--- src/rtl/core/normalized_heat_colormap_core_macros.svh ---
// Assertion macros shared by the colormap core modules.
`ifndef NORMALIZED_HEAT_COLORMAP_CORE_MACROS_SVH
`define NORMALIZED_HEAT_COLORMAP_CORE_MACROS_SVH
`ifndef SYNTH
`define NHC_ASSERT_IMPLY(label, clk, rst, ante, cons) \
   label: assert property (@(posedge clk) disable iff (rst) (ante) |-> (cons)) \
      else $error("colormap core assertion failed");
`define NHC_ASSERT_NEXT(label, clk, rst, ante, cons) \
   label: assert property (@(posedge clk) disable iff (rst) (ante) |=> (cons)) \
      else $error("colormap core assertion failed");
`else
`define NHC_ASSERT_IMPLY(label, clk, rst, ante, cons)
`define NHC_ASSERT_NEXT(label, clk, rst, ante, cons)
`endif
`endif

--- src/rtl/core/nhc_pkg.sv ---
// Types and constants of the colormap core.
`default_nettype none
package nhc_pkg;

   localparam int SAMPLE_BITS = 32;
   localparam int CSR_DATA_BITS = 32;
   localparam int DIFF_BITS = SAMPLE_BITS;
   localparam int COLOR_BITS = 8;

   typedef logic signed [SAMPLE_BITS-1:0] sample_type;
   typedef logic [CSR_DATA_BITS-1:0] csr_data_type;
   typedef logic [COLOR_BITS-1:0] color_type;

   typedef enum logic [0:0] {
      CSR_RANGE_LOW  = 1'b0,
      CSR_RANGE_HIGH = 1'b1
   } csr_index_type;

   typedef enum logic [1:0] {
      SEG_BLUE_CYAN    = 2'd0,
      SEG_CYAN_GREEN   = 2'd1,
      SEG_GREEN_YELLOW = 2'd2,
      SEG_YELLOW_RED   = 2'd3
   } seg_type;

   localparam sample_type RANGE_LOW_RESET  = 32'sd0;
   localparam sample_type RANGE_HIGH_RESET = 32'sd65535;
   localparam color_type COLOR_FULL = 8'd255;
   localparam color_type COLOR_NONE = 8'd0;

   typedef struct packed {
      logic                 white;
      logic                 forced;
      logic                 forced_one;
      logic [DIFF_BITS-1:0] rem;
      logic [DIFF_BITS-1:0] den;
   } div_state_type;

endpackage
`default_nettype wire

--- src/rtl/core/nhc_intf.sv ---
// Channel interfaces of the colormap core: sample, pixel and register write.
`default_nettype none
interface nhc_req_if;
   import nhc_pkg::*;
   logic       valid;
   logic       ready;
   sample_type sample;
   logic       sample_invalid;
   modport source (output valid, output sample, output sample_invalid, input ready);
   modport sink (input valid, input sample, input sample_invalid, output ready);
endinterface

interface nhc_rsp_if;
   import nhc_pkg::*;
   logic      valid;
   logic      ready;
   color_type red;
   color_type green;
   color_type blue;
   modport source (output valid, output red, output green, output blue, input ready);
   modport sink (input valid, input red, input green, input blue, output ready);
endinterface

interface nhc_csr_if;
   import nhc_pkg::*;
   logic          valid;
   logic          ready;
   csr_index_type index;
   csr_data_type  data;
   modport source (output valid, output index, output data, input ready);
   modport sink (input valid, input index, input data, output ready);
endinterface
`default_nettype wire

--- src/rtl/core/nhc_prep.sv ---
// Front stage: range checks, special cases and dividend/divisor setup.
`default_nettype none
module nhc_prep (
   input  logic                   clock,
   input  logic                   reset,
   input  logic                   in_valid,
   output logic                   in_ready,
   input  nhc_pkg::sample_type    sample,
   input  logic                   sample_invalid,
   input  nhc_pkg::sample_type    range_low,
   input  nhc_pkg::sample_type    range_high,
   output logic                   out_valid,
   input  logic                   out_ready,
   output nhc_pkg::div_state_type out_state
);
   import nhc_pkg::*;

   logic signed [SAMPLE_BITS:0] s_x;
   logic signed [SAMPLE_BITS:0] lo_x;
   logic signed [SAMPLE_BITS:0] hi_x;
   logic [SAMPLE_BITS:0]        num_x;
   logic [SAMPLE_BITS:0]        den_x;
   logic                        empty;
   logic                        above_lo;
   logic                        at_hi;
   div_state_type               state_in;
   div_state_type               state_ff;
   logic                        valid_ff;

   assign s_x   = {sample[SAMPLE_BITS-1], sample};
   assign lo_x  = {range_low[SAMPLE_BITS-1], range_low};
   assign hi_x  = {range_high[SAMPLE_BITS-1], range_high};
   assign num_x = s_x - lo_x;
   assign den_x = hi_x - lo_x;
   assign empty    = !(hi_x > lo_x);
   assign above_lo = s_x > lo_x;
   assign at_hi    = s_x >= hi_x;

   always_comb begin
      state_in.white      = sample_invalid;
      state_in.forced     = 1'b1;
      state_in.forced_one = 1'b0;
      if (sample_invalid) begin
         state_in.forced_one = 1'b0;
      end else if (empty) begin
         state_in.forced_one = above_lo;
      end else if (!above_lo) begin
         state_in.forced_one = 1'b0;
      end else if (at_hi) begin
         state_in.forced_one = 1'b1;
      end else begin
         state_in.forced = 1'b0;
      end
      state_in.rem = state_in.forced ? '0 : num_x[DIFF_BITS-1:0];
      state_in.den = state_in.forced ? DIFF_BITS'(1) : den_x[DIFF_BITS-1:0];
   end

   assign in_ready = !valid_ff || out_ready;

   always_ff @(posedge clock) begin
      if (reset) begin
         valid_ff <= 1'b0;
      end else if (in_ready) begin
         valid_ff <= in_valid;
      end
   end

   always_ff @(posedge clock) begin
      if (in_valid && in_ready) begin
         state_ff <= state_in;
      end
   end

   assign out_valid = valid_ff;
   assign out_state = state_ff;

endmodule
`default_nettype wire

--- src/rtl/core/nhc_div_step.sv ---
// One restoring division step: one quotient bit per register stage.
`default_nettype none
`include "normalized_heat_colormap_core_macros.svh"
module nhc_div_step #(
   parameter int FRAC_BITS = 16
) (
   input  logic                   clock,
   input  logic                   reset,
   input  logic                   in_valid,
   output logic                   in_ready,
   input  nhc_pkg::div_state_type in_state,
   input  logic [FRAC_BITS-1:0]   in_quot,
   output logic                   out_valid,
   input  logic                   out_ready,
   output nhc_pkg::div_state_type out_state,
   output logic [FRAC_BITS-1:0]   out_quot
);
   import nhc_pkg::*;

   logic [DIFF_BITS:0]     rem2;
   logic [DIFF_BITS:0]     den_x;
   logic [DIFF_BITS:0]     diff;
   logic                   take;
   div_state_type          state_in;
   logic [FRAC_BITS-1:0]   quot_in;
   div_state_type          state_ff;
   logic [FRAC_BITS-1:0]   quot_ff;
   logic                   valid_ff;

   assign rem2  = {in_state.rem, 1'b0};
   assign den_x = {1'b0, in_state.den};
   assign diff  = rem2 - den_x;
   assign take  = rem2 >= den_x;

   always_comb begin
      state_in     = in_state;
      state_in.rem = take ? diff[DIFF_BITS-1:0] : rem2[DIFF_BITS-1:0];
      quot_in      = {in_quot[FRAC_BITS-2:0], take};
   end

   assign in_ready = !valid_ff || out_ready;

   always_ff @(posedge clock) begin
      if (reset) begin
         valid_ff <= 1'b0;
      end else if (in_ready) begin
         valid_ff <= in_valid;
      end
   end

   always_ff @(posedge clock) begin
      if (in_valid && in_ready) begin
         state_ff <= state_in;
         quot_ff  <= quot_in;
      end
   end

   assign out_valid = valid_ff;
   assign out_state = state_ff;
   assign out_quot  = quot_ff;

   `NHC_ASSERT_IMPLY(a_rem_below_den, clock, reset, valid_ff, state_ff.rem < state_ff.den)
   `NHC_ASSERT_NEXT(a_accept_fills, clock, reset, in_valid && in_ready, valid_ff)

endmodule
`default_nettype wire

--- src/rtl/core/nhc_shade.sv ---
// Segment split and channel blend, two register stages ending in the pixel register.
`default_nettype none
`include "normalized_heat_colormap_core_macros.svh"
module nhc_shade #(
   parameter int FRAC_BITS = 16
) (
   input  logic                   clock,
   input  logic                   reset,
   input  logic                   in_valid,
   output logic                   in_ready,
   input  nhc_pkg::div_state_type in_state,
   input  logic [FRAC_BITS-1:0]   in_quot,
   output logic                   out_valid,
   input  logic                   out_ready,
   output nhc_pkg::color_type     red,
   output nhc_pkg::color_type     green,
   output nhc_pkg::color_type     blue
);
   import nhc_pkg::*;

   localparam int SEG_SHIFT = FRAC_BITS - 2;
   localparam int PROD_BITS = SEG_SHIFT + COLOR_BITS + 1;
   localparam logic [SEG_SHIFT:0] SEG_LEN = {1'b1, {SEG_SHIFT{1'b0}}};
   localparam logic [FRAC_BITS:0] T_ONE = {1'b1, {FRAC_BITS{1'b0}}};
   localparam logic [PROD_BITS-1:0] HALF = PROD_BITS'(SEG_LEN >> 1);

   function automatic color_type scale(input logic [SEG_SHIFT:0] x);
      logic [PROD_BITS-1:0] xe;
      logic [PROD_BITS-1:0] prod;
      xe   = PROD_BITS'(x);
      prod = (xe << COLOR_BITS) - xe + HALF;
      return prod[SEG_SHIFT +: COLOR_BITS];
   endfunction

   logic [FRAC_BITS:0] t_full;
   seg_type            seg_in;
   logic [SEG_SHIFT:0] loc_in;
   logic [SEG_SHIFT:0] down_in;

   logic               a_valid_ff;
   logic               a_white_ff;
   seg_type            a_seg_ff;
   logic [SEG_SHIFT:0] a_up_ff;
   logic [SEG_SHIFT:0] a_down_ff;
   logic               a_ready;

   color_type          up_c;
   color_type          down_c;
   color_type          red_in;
   color_type          green_in;
   color_type          blue_in;
   logic               b_valid_ff;
   logic               b_white_ff;
   color_type          red_ff;
   color_type          green_ff;
   color_type          blue_ff;
   logic               b_ready;

   always_comb begin
      if (in_state.forced) begin
         t_full = in_state.forced_one ? T_ONE : '0;
      end else begin
         t_full = {1'b0, in_quot};
      end
      if (t_full[FRAC_BITS]) begin
         seg_in = SEG_YELLOW_RED;
         loc_in = SEG_LEN;
      end else begin
         seg_in = seg_type'(t_full[FRAC_BITS-1 -: 2]);
         loc_in = {1'b0, t_full[SEG_SHIFT-1:0]};
      end
      down_in = SEG_LEN - loc_in;
   end

   assign a_ready  = !a_valid_ff || b_ready;
   assign in_ready = a_ready;

   always_ff @(posedge clock) begin
      if (reset) begin
         a_valid_ff <= 1'b0;
      end else if (a_ready) begin
         a_valid_ff <= in_valid;
      end
   end

   always_ff @(posedge clock) begin
      if (in_valid && a_ready) begin
         a_white_ff <= in_state.white;
         a_seg_ff   <= seg_in;
         a_up_ff    <= loc_in;
         a_down_ff  <= down_in;
      end
   end

   assign up_c   = scale(a_up_ff);
   assign down_c = scale(a_down_ff);

   always_comb begin
      case (a_seg_ff)
         SEG_BLUE_CYAN: begin
            red_in = COLOR_NONE; green_in = up_c; blue_in = COLOR_FULL;
         end
         SEG_CYAN_GREEN: begin
            red_in = COLOR_NONE; green_in = COLOR_FULL; blue_in = down_c;
         end
         SEG_GREEN_YELLOW: begin
            red_in = up_c; green_in = COLOR_FULL; blue_in = COLOR_NONE;
         end
         default: begin
            red_in = COLOR_FULL; green_in = down_c; blue_in = COLOR_NONE;
         end
      endcase
      if (a_white_ff) begin
         red_in   = COLOR_FULL;
         green_in = COLOR_FULL;
         blue_in  = COLOR_FULL;
      end
   end

   assign b_ready = !b_valid_ff || out_ready;

   always_ff @(posedge clock) begin
      if (reset) begin
         b_valid_ff <= 1'b0;
      end else if (b_ready) begin
         b_valid_ff <= a_valid_ff;
      end
   end

   always_ff @(posedge clock) begin
      if (a_valid_ff && b_ready) begin
         b_white_ff <= a_white_ff;
         red_ff     <= red_in;
         green_ff   <= green_in;
         blue_ff    <= blue_in;
      end
   end

   assign out_valid = b_valid_ff;
   assign red       = red_ff;
   assign green     = green_ff;
   assign blue      = blue_ff;

   `NHC_ASSERT_IMPLY(a_one_channel_full, clock, reset, b_valid_ff,
                     red_ff == COLOR_FULL || green_ff == COLOR_FULL || blue_ff == COLOR_FULL)
   `NHC_ASSERT_IMPLY(a_one_channel_dark, clock, reset, b_valid_ff && !b_white_ff,
                     red_ff == COLOR_NONE || blue_ff == COLOR_NONE)

endmodule
`default_nettype wire

--- src/rtl/core/normalized_heat_colormap_core.sv ---
// Top level of the normalized heat colormap core.
`default_nettype none
// Maps one signed sample per beat to a blue-cyan-green-yellow-red pixel; an
// invalid sample gives white. The position t = (sample - range_low) /
// (range_high - range_low), clamped to 0..1, is a truncated fraction of
// FRAC_BITS bits, found by a restoring divider that settles one quotient bit
// per register stage. A new sample is taken every cycle while the output is
// not stalled; the pipeline is a front stage, FRAC_BITS divider stages and
// two blend stages. An empty or inverted range gives red for samples above
// range_low and blue otherwise. Write range_low and range_high only while no
// beat is in flight.
module normalized_heat_colormap_core #(
   parameter int FRAC_BITS = 16
) (
   input  logic   clock,
   input  logic   reset,
   nhc_req_if.sink   req_if,
   nhc_rsp_if.source rsp_if,
   nhc_csr_if.sink   csr_if
);
   import nhc_pkg::*;

   sample_type    range_low_ff;
   sample_type    range_high_ff;

   logic          valid_chain [FRAC_BITS+1];
   logic          ready_chain [FRAC_BITS+1];
   div_state_type state_chain [FRAC_BITS+1];
   logic [FRAC_BITS-1:0] quot_chain [FRAC_BITS+1];

   assign csr_if.ready = 1'b1;

   always_ff @(posedge clock) begin
      if (reset) begin
         range_low_ff  <= RANGE_LOW_RESET;
         range_high_ff <= RANGE_HIGH_RESET;
      end else if (csr_if.valid) begin
         unique case (csr_if.index)
            CSR_RANGE_LOW:  range_low_ff  <= sample_type'(csr_if.data);
            CSR_RANGE_HIGH: range_high_ff <= sample_type'(csr_if.data);
         endcase
      end
   end

   nhc_prep u_prep (
      .clock          (clock),
      .reset          (reset),
      .in_valid       (req_if.valid),
      .in_ready       (req_if.ready),
      .sample         (req_if.sample),
      .sample_invalid (req_if.sample_invalid),
      .range_low      (range_low_ff),
      .range_high     (range_high_ff),
      .out_valid      (valid_chain[0]),
      .out_ready      (ready_chain[0]),
      .out_state      (state_chain[0])
   );

   assign quot_chain[0] = '0;

   for (genvar k = 0; k < FRAC_BITS; k++) begin : g_div
      nhc_div_step #(
         .FRAC_BITS (FRAC_BITS)
      ) u_step (
         .clock     (clock),
         .reset     (reset),
         .in_valid  (valid_chain[k]),
         .in_ready  (ready_chain[k]),
         .in_state  (state_chain[k]),
         .in_quot   (quot_chain[k]),
         .out_valid (valid_chain[k+1]),
         .out_ready (ready_chain[k+1]),
         .out_state (state_chain[k+1]),
         .out_quot  (quot_chain[k+1])
      );
   end

   nhc_shade #(
      .FRAC_BITS (FRAC_BITS)
   ) u_shade (
      .clock     (clock),
      .reset     (reset),
      .in_valid  (valid_chain[FRAC_BITS]),
      .in_ready  (ready_chain[FRAC_BITS]),
      .in_state  (state_chain[FRAC_BITS]),
      .in_quot   (quot_chain[FRAC_BITS]),
      .out_valid (rsp_if.valid),
      .out_ready (rsp_if.ready),
      .red       (rsp_if.red),
      .green     (rsp_if.green),
      .blue      (rsp_if.blue)
   );

endmodule
`default_nettype wire

--- src/flat_wrapper.sv ---
// flat-port wrapper written by rule: the top's interface ports become plain ports
module normalized_heat_colormap_core_flat import nhc_pkg::*;
#(
   parameter int FRAC_BITS = 16
)
  (clock, reset, req_if_valid, req_if_sample, req_if_sample_invalid, req_if_ready, rsp_if_valid, rsp_if_red, rsp_if_green, rsp_if_blue, rsp_if_ready, csr_if_valid, csr_if_index, csr_if_data, csr_if_ready);
  nhc_req_if req_if_i ();
  nhc_rsp_if rsp_if_i ();
  nhc_csr_if csr_if_i ();
  input  logic clock;
  input  logic reset;
  input wire logic [$bits(req_if_i.valid)-1:0] req_if_valid;
  input wire logic [$bits(req_if_i.sample)-1:0] req_if_sample;
  input wire logic [$bits(req_if_i.sample_invalid)-1:0] req_if_sample_invalid;
  output wire logic [$bits(req_if_i.ready)-1:0] req_if_ready;
  output wire logic [$bits(rsp_if_i.valid)-1:0] rsp_if_valid;
  output wire logic [$bits(rsp_if_i.red)-1:0] rsp_if_red;
  output wire logic [$bits(rsp_if_i.green)-1:0] rsp_if_green;
  output wire logic [$bits(rsp_if_i.blue)-1:0] rsp_if_blue;
  input wire logic [$bits(rsp_if_i.ready)-1:0] rsp_if_ready;
  input wire logic [$bits(csr_if_i.valid)-1:0] csr_if_valid;
  input wire logic [$bits(csr_if_i.index)-1:0] csr_if_index;
  input wire logic [$bits(csr_if_i.data)-1:0] csr_if_data;
  output wire logic [$bits(csr_if_i.ready)-1:0] csr_if_ready;
  assign req_if_i.valid = req_if_valid;
  assign req_if_i.sample = req_if_sample;
  assign req_if_i.sample_invalid = req_if_sample_invalid;
  assign req_if_ready = req_if_i.ready;
  assign rsp_if_valid = rsp_if_i.valid;
  assign rsp_if_red = rsp_if_i.red;
  assign rsp_if_green = rsp_if_i.green;
  assign rsp_if_blue = rsp_if_i.blue;
  assign rsp_if_i.ready = rsp_if_ready;
  assign csr_if_i.valid = csr_if_valid;
  assign csr_if_i.index = csr_if_index;
  assign csr_if_i.data = csr_if_data;
  assign csr_if_ready = csr_if_i.ready;
  normalized_heat_colormap_core #(.FRAC_BITS(FRAC_BITS)) u_core (.clock(clock), .reset(reset), .req_if(req_if_i), .rsp_if(rsp_if_i), .csr_if(csr_if_i));
endmodule
--- config.mk ---
export PLATFORM = sky130hd
export DESIGN_NAME = normalized_heat_colormap_core_flat
export DESIGN_NICKNAME = d
export VERILOG_FILES = /design/src/rtl/core/nhc_pkg.sv /design/src/rtl/core/nhc_intf.sv /design/src/rtl/core/nhc_prep.sv /design/src/rtl/core/nhc_div_step.sv /design/src/rtl/core/nhc_shade.sv /design/src/rtl/core/normalized_heat_colormap_core.sv /design/src/flat_wrapper.sv
export VERILOG_INCLUDE_DIRS = /design/src /design/src/rtl/core
export SDC_FILE = /design/constraint.sdc
export NUM_CORES = 2
export LEC_CHECK = 0
export BUFFER_PORTS_ARGS = -buffer_cell sky130_fd_sc_hd__buf_4
export CAP_MARGIN = 20
export CORE_AREA = 2 2 445 447
export CTS_BUF_LIST = sky130_fd_sc_hd__clkbuf_16
export DETAILED_ROUTE_END_ITERATION = 8
export DIE_AREA = 0 0 447 449
export HOLD_SLACK_MARGIN = 0.08
export MAX_ROUTING_LAYER = met4
export PLACE_DENSITY = 0.53
export REMOVE_ABC_BUFFERS = 1
export SLEW_MARGIN = 5
export SYNTH_ARGS = -nofsm -noshare
export SYNTH_HDL_FRONTEND = slang
export SYNTH_SLANG_ARGS = --single-unit
--- constraint.sdc ---
create_clock -name clock -period 19.68 [get_ports clock]
set_input_delay 0.984 -clock clock [delete_from_list [all_inputs] [get_ports clock]]
set_output_delay 0.984 -clock clock [all_outputs]
set_load 0.05 [all_outputs]
# After elaboration in Yosys (flattened, before gate mapping)
# Cells that the tools add are included.
# totals
ff_bits	1351
input_bits	71
output_inout_bits	27
wordCells	275
# op_classes
addsub	22
n_lt_le_gt_ge	19
n_eq_ne	2
muxes	27
bitwise_logic	1
reduce_logical	62
# op_table
cell	count
$sub A32 B32 Y32	17
$ge A33 B32 Y1	16
$mux W32	15
$gt A32 B32 Y1	2
$pmux W8 S2	3
$add A22 B14 Y22 const B	2
$sub A22 B15 Y22	2
$mux W17	2
$ge A32 B32 Y1	1
$logic_and A1 B1 Y1	19
$logic_not A1 Y1	19
$logic_or A1 B1 Y1	19
$mux W15	1
$sub A15 B15 Y15 const A	1
$mux W1	6
$reduce_and A2 Y1	2
$reduce_or A2 Y1	2
$eq A2 B1 Y1 const B	1
$eq A2 B2 Y1 const B	1
$logic_not A2 Y1	1
$not A1 Y1	1

# Depth between registers and ports, before layout
# logic_depth
ltp_word	21
ltp_mapped	15
depth_no_buf	13

# Cells and area by module
# Synthesis repeated with hierarchy kept, for this count alone.
# unflattened
cells_unflattened	7977
hier_area_um2	92708.9
# by_module_without_submodules
mod	instances	cells_each	area_each_um2	seq_area_each_um2
nhc_div_step (u_core.g_div[0].u_step ...)	15	408	4951.0	2512.4
nhc_prep	1	818	6906.6	2031.9
nhc_div_step (u_core.g_div[15].u_step)	1	409	4953.5	2512.4
nhc_shade	1	376	3925.0	1721.7
normalized_heat_colormap_core	1	254	2658.8	1281.2

# Worst setup path after synthesis
# Ideal clock, no wire load.
# synth_timing
path_type	in2reg
start	input rsp_if_ready
end	register u_core.g_div[13].u_step.quot_ff[0] (enable)
setup_ns	0.644
t_arrival_ns	7.440
required_ns	19.036
setup_slack_ns	11.596
path_stages	5
path_buffers	1
path_cell_list	nor2b_1 and2_1 and3_1 clkbuf_1 a21boi_0
# synth_via
elab_chain_cells	6
# synth_rtl
element	line	text
from (decl)	flat_wrapper.sv:20	input wire logic [$bits(rsp_if_i.ready)-1:0] rsp_if_ready;
$logic_or A1 B1 Y1	nhc_shade.sv:120	assign b_ready = !b_valid_ff || out_ready;
$logic_or A1 B1 Y1	nhc_shade.sv:75	assign a_ready = !a_valid_ff || b_ready;
$logic_or A1 B1 Y1 (3 in series)	nhc_div_step.sv:41	assign in_ready = !valid_ff || out_ready;
$logic_and A1 B1 Y1	nhc_div_step.sv:52	if (in_valid && in_ready) begin
to (signal assigned)	nhc_div_step.sv:54	quot_ff <= quot_in;
to (decl)	nhc_div_step.sv:27	logic [FRAC_BITS-1:0] quot_ff;
# Every way passes these cells.
# A chain may end at the register's enable or synchronous reset.

# Worst setup path after layout
# layout_timing
start	register u_core.u_shade.b_valid_ff (netlist: u_core.u_shade.out_valid)
end	output req_if_ready
# layout_via
elab_chain_cells	20
# layout_rtl
element	line	text
from (decl)	nhc_shade.sv:52	logic b_valid_ff;
from (signal assigned)	nhc_shade.sv:126	b_valid_ff <= a_valid_ff;
$logic_not A1 Y1	nhc_shade.sv:120	
$logic_or A1 B1 Y1	nhc_shade.sv:120	
$logic_or A1 B1 Y1	nhc_shade.sv:75	
$logic_or A1 B1 Y1 (16 in series)	nhc_div_step.sv:41	
$logic_or A1 B1 Y1	nhc_prep.sv:58	assign in_ready = !valid_ff || out_ready;
to (decl)	flat_wrapper.sv:15	output wire logic [$bits(req_if_i.ready)-1:0] req_if_ready;
# Every way passes these cells.

==> results <==
- The worst hold endpoint is u_core.range_high_ff[5].
- The switching power of the nets is 1.57 mW.
- For this run, the number of Yosys warnings is 0.
- The floorplan step defined a core boundary enclosing 196000 um2.
- The max-capacitance violation count is 0.
- The setup clock skew after layout is 0.0299 ns.
- The layout filler cell count is 18524.
- The clock buffer count from CTS is approximately 160.
- The routed wire length is 201000 um.
- For this design the top-level I/O count stands at between 90 and 100.
- For the worst flop-to-flop path, the logic depth is 12.
- The setup violation total in the final timing report is 0.
- The maximum net fanout on the critical path is 7.
- Global routing used 25.4% of the available met1 tracks.
- Setup repair after global routing left no endpoint under its margin.
- The final-layout setup total negative slack is 0 ns.
- The sequential share of power is around 49%.
- The arrival time at the worst endpoint is 3.92 ns.
- Measured against its own limit, the worst slew margin works out to 26.7%.
- Summing all multi-input logic gate instances after layout gives about 35000 um2.
- The number of distinct library cells after synthesis is 97.
- The class of the most critical setup path is reg -> out.
- The analysis attributes to cell leakage a power of around 35 nW.
- The internal portion of the total power is 5.01 mW.
- The number of buffers inserted for hold repair after clock tree synthesis is 0.
- The number of buffer cells added on primary ports is 96.
- In this run the power density over the cells is 75.6 nW/um2.
- The worst IR drop on VDD is 0.0000842 V.
- Including well taps, the total number of placed cells is 9843.
- STA classifies the critical path endpoint as a primary output.
- The average wire length per cell after detail routing is 19.8 um.
- The worst-case clock buffer depth is 3.
- The minimum clock period after layout is 4.90 ns.
- The hold path startpoint is csr_if_data[5].
- Entering global routing, the biggest net connects 77 pins.
- The via count of the routed design is 53500.
- The number of enable flip-flop cells after synthesis is ~1300.
- Measured on the finished design, the core utilization comes to 44.4%.
- The actual transition at the worst max-transition pin is 1.09 ns.
- The number of post-CTS setup repair buffers is 0.
- Leaving out filler cells and counting taps, the final layout contains around 10000.
- The clock network latency to the later pin of the worst-skew pair is about 0.8 ns.
- Of the total power, the clock network draws 43.3%.
- The number of global-route vias before repair came to approximately 53000.
- The critical register-to-register path startpoint is u_core.g_div[12].u_step.out_state[2].
- The first-iteration detailed-routing DRC count is around 3600.
- The number of flip-flops and latches in the synthesized netlist is 1350.
- In this run the remaining antenna-violating nets after routing total 0.
- The pre-antenna-repair detailed-routing pass consisted of 6 iterations.
- The net switching share of the total power is 23.9%.
- The number of remaining DRC errors is 0.
- The clock-pin slew reported for the worst setup and hold paths after clock tree synthesis is approximately 0.06 ns.
- The share of final-layout standard cells stronger than drive strength 1 is under 10%.
- The total standard cell area after synthesis is between 70000 and 80000 um2.
- From synthesis to final layout, the design area changed by 11.5%.
- Global routing used 20.4% of the available tracks across all layers.
- The portion of the clock cycle consumed by the worst path in the final layout is 24.9%.
- The post-route standard cell area excluding fillers is 87100 um2.
- The average cell area after synthesis is 10.8 um2.
- The detailed placement HPWL is about 160000 um.
- The worst setup path is launched from a flip-flop.
- The height of the die is 449 um.
- The root buffer cell is sky130_fd_sc_hd__clkbuf_16.
- The flow ran to the end, and the final reports show no timing, DRC or antenna violations.
- Static timing analysis puts the maximum clock frequency at 0.204 GHz.
- After detailed routing, the number of vias per cell comes to 5.28.
- In this run the number of H-tree levels came out at 4.
- Combinational logic burns 8.0% of the power.
- Sequential elements use around half of the synthesized area.
- The end of the worst register-to-register path is u_core.g_div[13].u_step.out_state[60].
- Summing all flip-flop and latch instances after layout gives roughly 40000 um2.
- The initial antenna violation count is 0.
- The aggregate global routing overflow is 0.
- Counting every sink on the clock net gives between 1000 and 1500.
- The global routing usage on met2 is around a third.
- TritonCTS built the clock tree.
- The most used flip-flop cell after synthesis is sky130_fd_sc_hd__edfxtp_1.
- The initialized floorplan defines 163 standard-cell rows.
- The synthesized netlist cell count is approximately 7200.
- The share of synthesized registers carrying an async set or reset is 0%.
- The starting density of the core is 39.8%.
- After detailed placement, the total cell area comes to 82000 um2.
- met2 is the most crowded layer.
- Hold is met by 0.402 ns.
- The worst hold path was traced through 3 stages.
- Once the clock tree was built, the resizer swapped 0 gates to a different size.
- The worst endpoint required time is 18.70 ns.
- The kind of path behind the tightest hold check is in -> reg.
- The final layout contains 8100 nets.
- The number of endpoints with negative hold slack in the final report is 0.
- The die covers 201000 um2.
- In the global route stage, met3 resource usage came out at 2.43%.
- The slack of the worst reg-to-reg path is between 15 and 20 ns.
- The number of pins exceeding their max-slew limit in the final report was 0.
- The first global-routing pass estimated around 310000 um of wire.
- Measured along the x axis, the die boundary spans 447 um.
- The congestion estimate from routability-driven global placement came to 0.874.
==> layout make-up <==
| class | instances | area share (%) |
|---|---|---|
| Antenna cell | 1 | 0.00287 |
| Clock buffer | 157 | 4.51 |
| Clock inverter | 127 | 1.30 |
| Inverter | 779 | 3.36 |
| Multi-Input combinational cell | 4930 | 40.2 |
| Sequential cell | 1350 | 45.6 |
| Tap cell | 2640 | 3.79 |
| Timing Repair Buffer | 146 | 1.25 |
==> power groups by stage <==
| stage | Sequential, mW | Combinational [mW] | Clock [mW] |
|---|---|---|---|
| 6_report | 3.20 | 0.527 | 2.85 |
| 5_1_grt | 3.21 | 0.588 | 3.05 |
| 4_1_cts | 3.21 | 0.526 | 2.94 |
| 3_5_place_dp | 3.27 | 0.521 | 0 |
| 3_3_place_gp | 3.27 | 0.519 | 0 |
| 2_1_floorplan | 3.25 | 0.381 | 0 |
==> synth_stat cells (all sizes together), types with 14 or more instances <==
master   instances  share of area (%)
nand3b          23               0.22
o211ai          27               0.26
o2111ai         18               0.21
and2            32               0.26
a21oi          563                3.6
fa              17               0.44
o31a            18               0.20
o21a            94               0.90
o21ai          427                2.7
nor2           453                2.2
a311oi          14               0.16
and4            22               0.25
or2             39               0.31
nand2          569                2.7
nand2b          75               0.60
nor2b          118               0.95
edfxtp        1267                 49
xor2           172                1.9
dfxtp           83                2.1
a31oi           58               0.47
nand4b          15               0.17
a211o           22               0.25
or3             32               0.26
mux2           188                2.8
xnor2          275                3.1
clkbuf          93               0.45
a21o           218                2.1
buf             53               0.45
inv            778                3.7
and3            39               0.31
a221oi          16               0.20
a21boi          42               0.40
o31ai           54               0.53
nor4            35               0.28
a211oi          51               0.51
nand3          125               0.80
nor3b           16               0.15
ha             650                 10
o21bai          49               0.47
nand4           78               0.63
nor3           120               0.77
==> state kept, by name (all words and copies together), names as in the netlist, 14 cells and up <==
signal / cells
u_core.g_div.u_step.out_quot: 136
u_core.u_prep.out_state: 67
u_core.g_div.u_step.out_valid: 16
u_core.range_high_ff: 32
u_core.g_div.u_step.out_state: 1008
u_core.u_shade.a_down_ff: 14
u_core.range_low_ff: 32
u_core.u_shade.a_up_ff: 15
==> metal layers <==
metal	share of wire [%]	up-vias	routed length, um
li1	-	26593	-
met1	44	25638	87900
met2	50	980	101000
met3	3.4	289	6850
met4	2.4	0	4730
met5	0	-	0
==> through the flow <==
step | setup WS (ns) | power [mW]
2_1_floorplan | 11.67 | 3.63
3_3_place_gp | 14.25 | 3.79
3_5_place_dp | 14.29 | 3.79
4_1_cts | 14.14 | 6.67
5_1_grt | 14.61 | 6.85
6_report | 14.78 | 6.58
==> cells by family after synthesis <==
family,share of synthesized area [%]
flops,50.9
compound gates,14.6
mux,2.87
buf+inv,4.64
xor+xnor,5.02
fa+ha+maj,10.9
simple gates,11.2
other cells,0.00480
==> worst max path at each step <==
stage	startpoint	end	slack, ns
floorplan	rsp_if_ready	u_core.g_div[13].u_step.out_quot[0]	11.67
global placement	rsp_if_ready	req_if_ready	14.25
detailed placement	rsp_if_ready	req_if_ready	14.29
CTS	u_core.u_shade.out_valid	req_if_ready	14.14
global route	u_core.u_shade.out_valid	req_if_ready	14.61
finish	u_core.u_shade.out_valid	req_if_ready	14.78
==> worst max-delay path, cell delays in order (launching register included) <==
cell                      delay [ns]
sky130_fd_sc_hd__dfxtp_1        0.32
sky130_fd_sc_hd__nor2b_1        0.23
sky130_fd_sc_hd__and2_1         0.27
sky130_fd_sc_hd__and3_1         0.45
sky130_fd_sc_hd__nand3_1        0.16
sky130_fd_sc_hd__nor4_1         0.28
sky130_fd_sc_hd__buf_2          0.25
sky130_fd_sc_hd__and3_1         0.22
sky130_fd_sc_hd__buf_4          0.26
sky130_fd_sc_hd__nand4_1        0.34
sky130_fd_sc_hd__buf_4          0.32
==> cells in the final DEF, fill, tap and decap left out, drive strengths merged, types with 22 or more instances in the layout <==
| master | count |
|---|---|
| clkbuf | 157 |
| and4 | 22 |
| mux2 | 188 |
| a211o | 22 |
| edfxtp | 1267 |
| or3 | 32 |
| nor2 | 453 |
| dfxtp | 83 |
| nand4 | 78 |
| xnor2 | 275 |
| o31ai | 54 |
| nand3b | 23 |
| clkinv | 71 |
| nor2b | 118 |
| a21oi | 563 |
| inv | 820 |
| o21bai | 49 |
| a31oi | 58 |
| ha | 650 |
| o211ai | 27 |
| nor4 | 35 |
| nand3 | 125 |
| nor3 | 120 |
| nand2b | 75 |
| a21boi | 42 |
| and3 | 39 |
| xor2 | 172 |
| a21o | 218 |
| or2 | 39 |
| o21a | 94 |
| o21ai | 427 |
| and2 | 32 |
| a211oi | 51 |
| nand2 | 569 |
| buf | 146 |
Power figures use the tool's default switching activity.
